--- src/sv/inverse_gap_force_accumulator_top_assert.svh ---
// Assertion macros used by the force accumulator engine.
`ifndef INVERSE_GAP_FORCE_ACCUMULATOR_TOP_ASSERT_SVH
`define INVERSE_GAP_FORCE_ACCUMULATOR_TOP_ASSERT_SVH

// Same-cycle implication, checked outside reset.
`define IGFA_ASSERT_IMPLIES(lbl, ante, cons) \
    lbl: assert property (@(posedge clk) disable iff (!rst_n) (ante) |-> (cons)) \
        else $error("igfa assertion failed");

// Next-cycle implication, checked outside reset.
`define IGFA_ASSERT_NEXT(lbl, ante, cons) \
    lbl: assert property (@(posedge clk) disable iff (!rst_n) (ante) |=> (cons)) \
        else $error("igfa assertion failed");

`endif

--- src/sv/igfa_pkg.sv ---
// Types, constants and the arctangent table of the force accumulator.
`default_nettype none
package igfa_pkg;

    typedef struct packed {
        logic        is_self;
        logic        last;
        logic        sh;
        logic        neg_x;
        logic        neg_y;
        logic [31:0] ax;
        logic [31:0] ay;
        logic [30:0] orad;
    } item_t;

    typedef struct packed {
        logic  valid;
        item_t item;
    } qout_t;

    typedef struct packed {
        logic        valid;
        logic [31:0] magnitude;
        logic [15:0] direction;
        logic        overlap;
    } res_t;

    localparam logic [1:0] REG_OWN_X      = 2'd0;
    localparam logic [1:0] REG_OWN_Y      = 2'd1;
    localparam logic [1:0] REG_OWN_RADIUS = 2'd2;

    localparam logic signed [47:0] SUM_MAX = 48'sh7FFF_FFFF_FFFF;
    localparam logic signed [47:0] SUM_MIN = 48'sh8000_0000_0000;
    localparam logic signed [33:0] PI_Q28  = 34'sd843314857;
    localparam logic [19:0]        PI_Q13  = 20'd25736;

    function automatic logic [27:0] atan_q28(input logic [4:0] i);
        logic [27:0] v;
        case (i)
            5'd0:  v = 28'd210828714;
            5'd1:  v = 28'd124459457;
            5'd2:  v = 28'd65760959;
            5'd3:  v = 28'd33381290;
            5'd4:  v = 28'd16755422;
            5'd5:  v = 28'd8385879;
            5'd6:  v = 28'd4193963;
            5'd7:  v = 28'd2097109;
            5'd8:  v = 28'd1048571;
            5'd9:  v = 28'd524287;
            5'd10: v = 28'd262144;
            5'd11: v = 28'd131072;
            5'd12: v = 28'd65536;
            5'd13: v = 28'd32768;
            5'd14: v = 28'd16384;
            5'd15: v = 28'd8192;
            5'd16: v = 28'd4096;
            5'd17: v = 28'd2048;
            5'd18: v = 28'd1024;
            5'd19: v = 28'd512;
            5'd20: v = 28'd256;
            5'd21: v = 28'd128;
            5'd22: v = 28'd64;
            5'd23: v = 28'd32;
            5'd24: v = 28'd16;
            5'd25: v = 28'd8;
            5'd26: v = 28'd4;
            5'd27: v = 28'd2;
            5'd28: v = 28'd1;
            default: v = 28'd0;
        endcase
        return v;
    endfunction

endpackage
`default_nettype wire

--- src/sv/igfa_front.sv ---
// Front end: accept circles, form offset magnitudes, hold them in a two-entry queue.
`default_nettype none
module igfa_front (
    input  wire logic                 clk,
    input  wire logic                 rst_n,
    input  wire logic [31:0]          own_x,
    input  wire logic [31:0]          own_y,
    input  wire logic                 s_axis_tvalid,
    output logic                      s_axis_tready,
    input  wire logic [95:0]          s_axis_tdata,
    input  wire logic [0:0]           s_axis_tuser,
    input  wire logic                 s_axis_tlast,
    output igfa_pkg::qout_t           qo,
    input  wire logic                 pop
);

    igfa_pkg::item_t mem_reg [2];
    logic            wr_ptr_reg;
    logic            rd_ptr_reg;
    logic [1:0]      count_reg;
    igfa_pkg::item_t in_item;
    logic [32:0]     dx;
    logic [32:0]     dy;
    logic [32:0]     ndx;
    logic [32:0]     ndy;
    logic            push;

    always_comb
    begin
        dx  = {s_axis_tdata[31], s_axis_tdata[31:0]} - {own_x[31], own_x};
        dy  = {s_axis_tdata[63], s_axis_tdata[63:32]} - {own_y[31], own_y};
        ndx = -dx;
        ndy = -dy;
        in_item.is_self = s_axis_tuser[0];
        in_item.last    = s_axis_tlast;
        in_item.neg_x   = dx[32];
        in_item.neg_y   = dy[32];
        in_item.ax      = dx[32] ? ndx[31:0] : dx[31:0];
        in_item.ay      = dy[32] ? ndy[31:0] : dy[31:0];
        in_item.sh      = in_item.ax[31] | in_item.ay[31];
        in_item.orad    = s_axis_tdata[94:64];
    end

    assign s_axis_tready = (count_reg != 2'd2);
    assign push          = s_axis_tvalid && s_axis_tready;
    assign qo.valid      = (count_reg != 2'd0);
    assign qo.item       = mem_reg[rd_ptr_reg];

    always_ff @(posedge clk)
    begin
        if (push)
        begin
            mem_reg[wr_ptr_reg] <= in_item;
        end
    end

    always_ff @(posedge clk or negedge rst_n)
    begin
        if (!rst_n)
        begin
            wr_ptr_reg <= 1'b0;
            rd_ptr_reg <= 1'b0;
            count_reg  <= 2'd0;
        end
        else
        begin
            if (push)
            begin
                wr_ptr_reg <= ~wr_ptr_reg;
            end
            if (pop)
            begin
                rd_ptr_reg <= ~rd_ptr_reg;
            end
            if (push && !pop)
            begin
                count_reg <= count_reg + 2'd1;
            end
            else if (pop && !push)
            begin
                count_reg <= count_reg - 2'd1;
            end
        end
    end

endmodule
`default_nettype wire

--- config.mk ---
export PLATFORM = sky130hd
export DESIGN_NAME = igfa_front
export DESIGN_NICKNAME = d
export VERILOG_FILES = /design/src/sv/inverse_gap_force_accumulator_top_assert.svh /design/src/sv/igfa_pkg.sv /design/src/sv/igfa_front.sv
export SDC_FILE = /design/constraint.sdc
export NUM_CORES = 1
export LEC_CHECK = 0
export ABC_AREA = 1
export BUFFER_PORTS_ARGS = -buffer_cell sky130_fd_sc_hd__buf_2
export CAP_MARGIN = 10
export CORE_MARGIN = 3
export CORE_UTILIZATION = 56
export CTS_BUF_LIST = sky130_fd_sc_hd__clkbuf_16
export DETAILED_ROUTE_END_ITERATION = 16
export HOLD_SLACK_MARGIN = 0.03
export PLACE_DENSITY_LB_ADDON = 0.1
export SLEW_MARGIN = 10
export SYNTH_ARGS = -nofsm -noshare
export SYNTH_HDL_FRONTEND = slang
export SYNTH_SLANG_ARGS = --single-unit
--- constraint.sdc ---
create_clock -name clk -period 10.46 [get_ports clk]
set_input_delay 2.092 -clock clk [delete_from_list [all_inputs] [get_ports clk]]
set_output_delay 2.092 -clock clk [all_outputs]
set_load 0.03 [all_outputs]
# [After elaboration in Yosys (flattened, before gate mapping)]
# Memories as Yosys holds them, arrays and structs flattened.
# Index checks and enable logic that the tools add are counted.
[classes] addsub=6 n_eq_ne=1 muxes=6 n_bitwise=3 n_reduce_logical=7
[op_table] op="subtractor 32 x 32 -> 33 bit" count=2
[op_table] op="2-to-1 mux 32 bit" count=2
[op_table] op="negator 32 bit" count=2
[op_table] op="2-to-1 mux 2 bit" count=2
[op_table] op="nonzero test 2 bit" count=2
[op_table] op="logical AND 1 bit" count=3
[op_table] op="adder 2 x 1 -> 2 bit, second input constant" count=1
[op_table] op="logical NOT 1 bit" count=2
[op_table] op="2-to-1 mux 1 bit" count=2
[op_table] op="inequality test 2 bit, second input constant" count=1
[op_table] op="inverter 1 bit" count=2
[op_table] op="subtractor 2 x 1 -> 2 bit, second input constant" count=1
[op_table] op="bitwise OR 1 bit" count=1
[totals] reg_bits=4 ram_bits=200 inputBits=166 output_inout_bits=102 elab_cells=27 memories=1
[mem_list] memory="mem_reg" words=2 width=100 read_ports=1 rd_ports_with_merged_regs=0 wr=1 line_no="igfa_front.sv:17" text="igfa_pkg::item_t mem_reg [2];"

# [Logic depth before layout (Yosys ltp)]
# Gate-level depths: netlist (run 1).
[logic_depth] word_depth=6 ltp_mapped=23 depth_no_buf=23

# [Least setup slack after synthesis (run 1)]
# No wires, ideal clock.
[synth_path] path_type="input to register" from="in s_axis_tvalid" to="mem mem_reg[1][0] (netlist bit) (enable)" setup_time_ps=561 arrival_ps=6377 required_ps=9899 setup_slack_ps=3522 stages=2 n_path_buf=0 path_cell_list="nand2_1 > nor2_1"
[synth_between] elab_chain_cells=3
[synth_rtl] item="from (decl)" line_no="igfa_front.sv:8" text="input wire logic s_axis_tvalid,"
[synth_rtl] item="logical AND 1 bit" line_no="igfa_front.sv:45" text="assign push = s_axis_tvalid && s_axis_tready;"
[synth_rtl] item="2-to-1 mux 1 bit" line_no="igfa_front.sv:51" text="if (push)"
[synth_rtl] item="2-to-1 mux 1 bit (not written as such)" line_no="igfa_front.sv:53" text="mem_reg[wr_ptr_reg] <= in_item;"
[synth_rtl] item="to (decl)" line_no="igfa_front.sv:17"
# No other way between the ends.

==> results of run 1 <==
-- stage by stage --
step / std cells / power, W
6_report: 2521 / 0.00355
5_1_grt: 2521 / 0.00376
4_1_cts: 2521 / 0.00358
3_5_place_dp: 2489 / 0.00292
3_3_place_gp: 2489 / 0.00288
2_1_floorplan: 1905 / 0.00248
-- how the worst max path moves through the flow --
stage | from | to | slack, ns | cells after the start
6_report | rd_ptr_reg$_DFFE_PN0P_ | qo[68] | 5.69 | 3
5_1_grt | rd_ptr_reg$_DFFE_PN0P_ | qo[68] | 5.57 | 3
4_1_cts | rd_ptr_reg$_DFFE_PN0P_ | qo[68] | 5.67 | 3
3_5_place_dp | own_x[0] | mem_reg[0][97]$_DFFE_PP_ | 5.37 | 20
3_3_place_gp | own_x[18] | mem_reg[0][80]$_DFFE_PP_ | 5.39 | 18
2_1_floorplan | s_axis_tvalid | mem_reg[1][0]$_DFFE_PP_ | 3.52 | 2
-- metal layers --
layer	wire, um	global-route usage [%]	up-vias
met5	0	0	-
met4	694	5.12	0
met3	2490	2.15	45
met2	14600	37.4	429
met1	17900	39.1	5653
li1	-	-	6555
-- layout make-up --
class / instances / area, um^2 / share of cell area, %
clock inverters: 13 / 113 / 0.656
well taps: 330 / 413 / 2.41
repair buffers: 272 / 1380 / 8.02
clock buffers: 19 / 475 / 2.77
inverters: 392 / 1480 / 8.61
flip-flops and latches: 204 / 6110 / 35.6
multi-input cells: 1291 / 7190 / 41.9
-- report_power, final --
part,internal (W),total (W),switching [W]
sequential,0.00119,0.00126,0.0000686
combinational,0.000530,0.00164,0.00111
clock,0.000379,0.000651,0.000272
total,0.00210,0.00355,0.00145
-- worst max-delay path, delay by kind of cell, from the launching register on --
family	cells	cell delay, ns
flops	1	0.72
mux	1	0.46
buf+inv	2	0.97
-- logic make-up after synthesis --
family / after synthesis / share of synthesized area, %
DFF: 204 / 41.1
muxes: 100 / 7.58
xor gates and xnor gates: 64 / 3.77
and+or+nand+nor: 988 / 28.4
AOI/OAI and AO/OA: 70 / 2.61
buffers and inverters: 410 / 10.6
adders and majority gates: 69 / 5.91
-- layout by cell type (no fill, tap or decap), drive strengths merged, types with 47 or more instances in the layout --
cell type	netlist	layout
nor2	156	156
inv	391	398
buf	7	272
ha	67	67
nand3	111	111
mux2	100	100
edfxtp	200	200
xor2	47	47
nand2	652	652
a21oi	49	49
-- synthesized netlist by cell type (8+ instances only) --
cell / number
inv_2: 8
edfxtp_1: 200
nand2_1: 632
nor2_2: 23
xor2_1: 47
nor2_1: 129
clkbuf_1: 11
nor3_1: 15
ha_1: 67
mux2_2: 100
nand3b_1: 8
nand4_1: 29
inv_1: 382
nand2_2: 20
xnor2_1: 17
a21oi_1: 47
nand3_1: 102
nand3_2: 9
==> summary.txt, run 1 <==
Route
  – DRT iter0 DRCs: 895
  – Via count: 12700
  – Routed WL: 35.8 mm
  – Via density: 5.03
  – Routed length per instance: between 10 and 15 um
  – Pre-antenna DRT Iters: 5
  – DR DRC count: 0
  – Remaining antenna violation count: 0

Floorplanning
  – Die H: 169 um
  – Initial Util: 58.0%
  – Core box area: between 0.02 and 0.03 mm^2
  – Die ar.: 0.0285 mm^2
  – Die Width: 169 um
  – FP Rows: 58
  – I/O Pins: 268

Hold path
  – Worst hold-check path type: flop to flop
  – Hold EP: count_reg[0]$_DFFE_PN0P_
  – Cell count of the worst hold path: 1
  – Hold Startpoint: count_reg[0]$_DFFE_PN0P_

Power
  – Maximum VDD drop: 239 uV
  – P_leak: 8.81 nW
  – Pwr Density: 207 mW/mm^2

Timing
  – Final hold vios: 0
  – Final TNS setup: 0 ns
  – Final Max Slew Viols: 0
  – Worst Skew: about 0.0086 ns
  – Fin crit share: a little under half
  – Final setup violation count: 0
  – PnR worst setup slack: 5.69 ns
  – Minimum hold slack: 0.486 ns
  – Max-slew headroom: 38.9%
  – Min cycle time layout: 4.77 ns
  – RSZ-0062 raised after global routing: no
  – Slew of the pin with the lowest slew margin: 0.916 ns
  – FMAX: 210 MHz

Logic synthesis
  – Synth area leaders: edfxtp_1 (40%), nand2_1 (16%), inv_1 (9.7%)
  – Syn_area_per_cell: 7.80 um^2
  – Primary FF master, synth: edfxtp_1
  – Syn_nets: between 2000 and 2500
  – Synth area leader: edfxtp_1
  – Cells after synthesis: around 1900
  – #FFs+latches synth: 204
  – Post-synthesis sequential area ratio: 41.1%
  – Share of the synthesized area in the top cell type: 40.4%
  – EDFF count, synth: 200
  – Yosys cell types: 44
  – Mapped Area: ~0.015 mm^2
  – Ys Warns: 0
  – Async S/R FF share, synth: under 10%

GRT
  – Largest net degree at the start of global routing: 69
  – Global-route wire length before repair: 58.3 mm
  – Gr ovfl total: 0
  – Initial antenna violation count: 0
  – Tot GR Track Use: 24.8%
  – Vias in the first global route: 11700

Setup path
  – Worst setup EP type: output pin
  – Reg2reg end: mem_reg[0][90]$_DFFE_PP_
  – Worst r2r src: count_reg[0]$_DFFE_PN0P_
  – Reg2reg path depth: 6
  – Worst-path cell chain: buf_4 > mux2_2 > buf_2
  – Worst EP arrival: 2.68 ns
  – Worst path slowest cell: buf_4
  – Critical path peak fanout: 68
  – Type of origin of the critical path: flop
  – Crit Path Category: flop to output pin
  – Flop2flop setup slack: 7.98 ns
  – Required time of the critical path: 8.37 ns
  – CP max stage delay: 0.78 ns

Run
  – Reported max-cap violation count: 0

Clocking
  – Max clock buf depth: 3
  – Clk sinks: slightly above 200
  – CTS buffer count: 18
  – Root buf cell: clkbuf_16
  – Post_cts resized: 0
  – Post-CTS Setup Bufs: 0
  – Clk_lat worst skew: 0.47 ns
  – Cts hold-fix bufs: 0
  – CTS clk-pin slew, worst paths: 0.07 ns
  – H-Tree Level Count: 1
  – TritonCTS clock tree: done

Outcome
  – Status: finished, final reports clean

Placed design
  – Post-Place Setup Slack: 5.37 ns
  – Final RePlAce weighted congestion: 0.891
  – HPWL after DPL: 29.2 mm
  – Dpl cell area: roughly 0.017 mm^2
  – Port bufs: 266

Layout
  – Number of flip-flops in the largest register: 200
  – Filler cell count: 2200
  – Diode count: 0
  – # nets final: 2414
  – Layout Area Growth over Synthesis: 15.5%
  – Final core utilization: 67.0%
  – Share of layout cells above drive strength 1: between 20% and 30%
  – Fin area: 0.0172 mm^2
(Power assumes the default switching activity.)
==> inputs of run 2 (changes only) <==
--- a/config.mk
+++ b/config.mk
@@ -9,7 +9,7 @@
 export BUFFER_PORTS_ARGS = -buffer_cell sky130_fd_sc_hd__buf_2
 export CAP_MARGIN = 10
 export CORE_MARGIN = 3
-export CORE_UTILIZATION = 56
+export CORE_UTILIZATION = 52
 export CTS_BUF_LIST = sky130_fd_sc_hd__clkbuf_16
 export DETAILED_ROUTE_END_ITERATION = 16
 export HOLD_SLACK_MARGIN = 0.03
==> constraint.sdc (replaced) <==
create_clock -name clk -period 4.22 [get_ports clk]
set_input_delay 0.844 -clock clk [delete_from_list [all_inputs] [get_ports clk]]
set_output_delay 0.844 -clock clk [all_outputs]
set_load 0.03 [all_outputs]
==> summary.txt, run 2 (same netlist as run 1, synthesis figures left out) <==
Floorplanning
  – Die H: 175 um (was 169 um)
  – Die ar.: 0.0306 mm^2 (was 0.0285 mm^2)
  – FP Rows: 61 (was 58)
  – Die Width: 175 um (was 169 um)
  – I/O Pins: 268 (unchanged)
  – Initial Util: 53.2% (was 58.0%)
  – Core box area: 0.0279 mm^2 (was 0.0256 mm^2)

GRT
  – Global-route wire length before repair: 56.9 mm (was 58.3 mm)
  – Gr ovfl total: 0 (unchanged)
  – Initial antenna violation count: 0 (unchanged)
  – Tot GR Track Use: 22.7% (was 24.8%)
  – Largest net degree at the start of global routing: 62 (was 69)
  – Vias in the first global route: 11400 (was 11700)

Setup path
  – Required time of the critical path: 4.42 ns (was 8.37 ns)
  – Crit Path Category: input port to flop (was flop to output pin)
  – CP max stage delay: 0.41 ns (was 0.78 ns)
  – Type of origin of the critical path: input port (was flop)
  – Worst setup EP type: flop (was output pin)
  – Worst EP arrival: 3.54 ns (was 2.68 ns)
  – Worst path slowest cell: fa_1 (was buf_4)
  – Critical path's most frequent cell: nand2_1
  – Worst-path cell chain: buf_2 > ha_1 > fa_1 > inv_1 > nand3_1 > nand2_1 > nand3_1 > nand3_1 > nand2_1 > nand2_1 > nand2_1 > nand2_1 > inv_1 > nand2_1 > nand2_1 > buf_4 > nand2_1 > xor2_1 > inv_1 (was buf_4 > mux2_2 > buf_2)
  – Critical path peak fanout: 9 (was 68)

Timing
  – Min cycle time layout: 3.34 ns
  – Slew of the pin with the lowest slew margin: 0.795 ns (was 0.916 ns)
  – FMAX: 300 MHz
  – Max-slew headroom: 47.0% (was 38.9%)
  – Final Max Slew Viols: 0 (unchanged)
  – RSZ-0062 raised after global routing: no (unchanged)
  – Final setup violation count: 0 (unchanged)
  – PnR worst setup slack: 0.882 ns (was 5.69 ns)
  – Worst Skew: 0.0118 ns (was 0.00864 ns)
  – Final hold vios: 0 (unchanged)
  – Final TNS setup: 0 ns (unchanged)
  – Fin crit share: 79.1%

Route
  – Via density: 4.88 (was 5.03)
  – Via count: 12500 (was 12700)
  – Remaining antenna violation count: 0 (unchanged)
  – DRT iter0 DRCs: 773 (was 895)
  – DR DRC count: 0 (unchanged)
  – Routed WL: 35.7 mm (was 35.8 mm)
  – Pre-antenna DRT Iters: 5 (unchanged)
  – Routed length per instance: 13.9 um (was 14.2 um)

Layout
  – # nets final: 2418 (was 2414)
  – Commonest non-fill, non-tap cells in the layout: nand2_1 (632), inv_1 (387), buf_2 (266), edfxtp_1 (200), nor2_1 (127) (was nand2_1 (632), inv_1 (388), buf_2 (266), edfxtp_1 (200), nor2_1 (127))
  – Number of flip-flops in the largest register: 200 (unchanged)
  – Final core utilization: 61.6% (was 67.0%)
  – Filler cell count: 2565 (was 2200)
  – Diode count: 0 (unchanged)
  – Post-Layout Cell Count: 2573 (was 2521)
  – Layout Area Growth over Synthesis: 15.8% (was 15.5%)
  – Share of layout cells above drive strength 1: 21.7% (about the same)
  – Most common cell after layout, fill and taps aside: nand2_1 (unchanged)

Clocking
  – Root buf cell: clkbuf_16 (unchanged)
  – Max clock buf depth: 3 (unchanged)
  – CTS buffer count: 18 (unchanged)
  – Clk sinks: 204 (unchanged)
  – H-Tree Level Count: 1 (unchanged)
  – Post-CTS Setup Bufs: 0 (unchanged)
  – CTS clk-pin slew, worst paths: 0.07 ns (about the same)
  – Post_cts resized: 0 (unchanged)
  – Cts hold-fix bufs: 0 (unchanged)
  – Clk_lat worst skew: 0.47 ns (about the same)
  – TritonCTS clock tree: done (unchanged)

Power
  – Pwr Density: 504 mW/mm^2 (was 207 mW/mm^2)
  – P_leak: 8.80 nW (was 8.81 nW)
  – Maximum VDD drop: 311 uV (was 239 uV)

Placed design
  – Post-Place Setup Slack: 0.438 ns (was 5.37 ns)
  – Final RePlAce weighted congestion: 0.874 (was 0.891)
  – Placed cells: 2541 (was 2489)
  – Port bufs: 266 (unchanged)
  – HPWL after DPL: 29.3 mm (was 29.2 mm)

Run
  – Reported max-cap violation count: 0 (unchanged)

Outcome
  – Status: finished, final reports clean (unchanged)

Hold path
  – Worst hold-check path type: input port to async pin (was flop to flop)
[run 2: cell types whose count changed in the layout (fill, tap and decap cells not counted), sizes merged]
cell      change
bufinv        -2
buf           +4
inv           -1
clkinvlp      +1
clkinv        +2
[run 2: layout make-up]
type | instances | area [um^2] | share of cell area (%)
clock inverters | 13 | 60.1 | 0.349
inverters | 392 | 1480 | 8.58
multi-input cells | 1291 | 7190 | 41.8
repair buffers | 276 | 1420 | 8.25
well taps | 378 | 473 | 2.75
clock buffers | 19 | 475 | 2.76
flip-flops and latches | 204 | 6110 | 35.5
[run 2: metal layers]
| layer | wire, um | part of all wire, % | GRT usage, % | up-vias |
|---|---|---|---|---|
| met3 | 2180 | 6.1 | 2.17 | 28 |
| met5 | 0 | 0 | 0 | - |
| met1 | 18300 | 51 | 36.0 | 5585 |
| li1 | - | - | - | 6565 |
| met4 | 442 | 1.2 | 3.72 | 0 |
| met2 | 14800 | 41 | 34.3 | 366 |
[run 2: worst max-delay path: cells and delay by family]
| family | cells | cell delay (ns) |
|---|---|---|
| simple gates | 11 | 1.12 |
| fa+ha+maj | 2 | 0.68 |
| buf+inv | 5 | 0.59 |
| xor+xnor | 1 | 0.29 |
[run 2: worst paths after layout]
| path | from | to | slack [ns] | depth (start not counted) |
|---|---|---|---|---|
| hold reg to reg | count_reg[0]$_DFFE_PN0P_ | count_reg[0]$_DFFE_PN0P_ | 0.47 | 1 |
| setup / recovery | own_x[0] | mem_reg[1][74]$_DFFE_PP_ | 0.88 | 19 |
| min in group clk | count_reg[0]$_DFFE_PN0P_ | count_reg[0]$_DFFE_PN0P_ | 0.47 | 1 |
| setup reg to reg | count_reg[0]$_DFFE_PN0P_ | mem_reg[1][15]$_DFFE_PP_ | 2.36 | 5 |
| hold / removal | rst_n | count_reg[1]$_DFFE_PN0P_ | 0.17 | 1 |
| max in group asynchronous | rst_n | rd_ptr_reg$_DFFE_PN0P_ | 3.90 | 1 |
[run 2: stage by stage]
stage	total power [W]	instance area (um^2)	hold slack, ns
floorplan	0.00612	14900	0.446
global placement	0.00720	16700	0.461
detailed placement	0.00727	16700	0.463
CTS	0.00876	17200	0.154
global route	0.00919	17200	0.157
finish	0.00868	17200	0.166
[run 2: report_power, final]
part	leakage (nW)	total (W)	switching, W	internal (W)
combinational	6.62	0.00409	0.00275	0.00133
sequential	1.90	0.00313	0.000181	0.00294
clock	0.280	0.00147	0.000650	0.000815
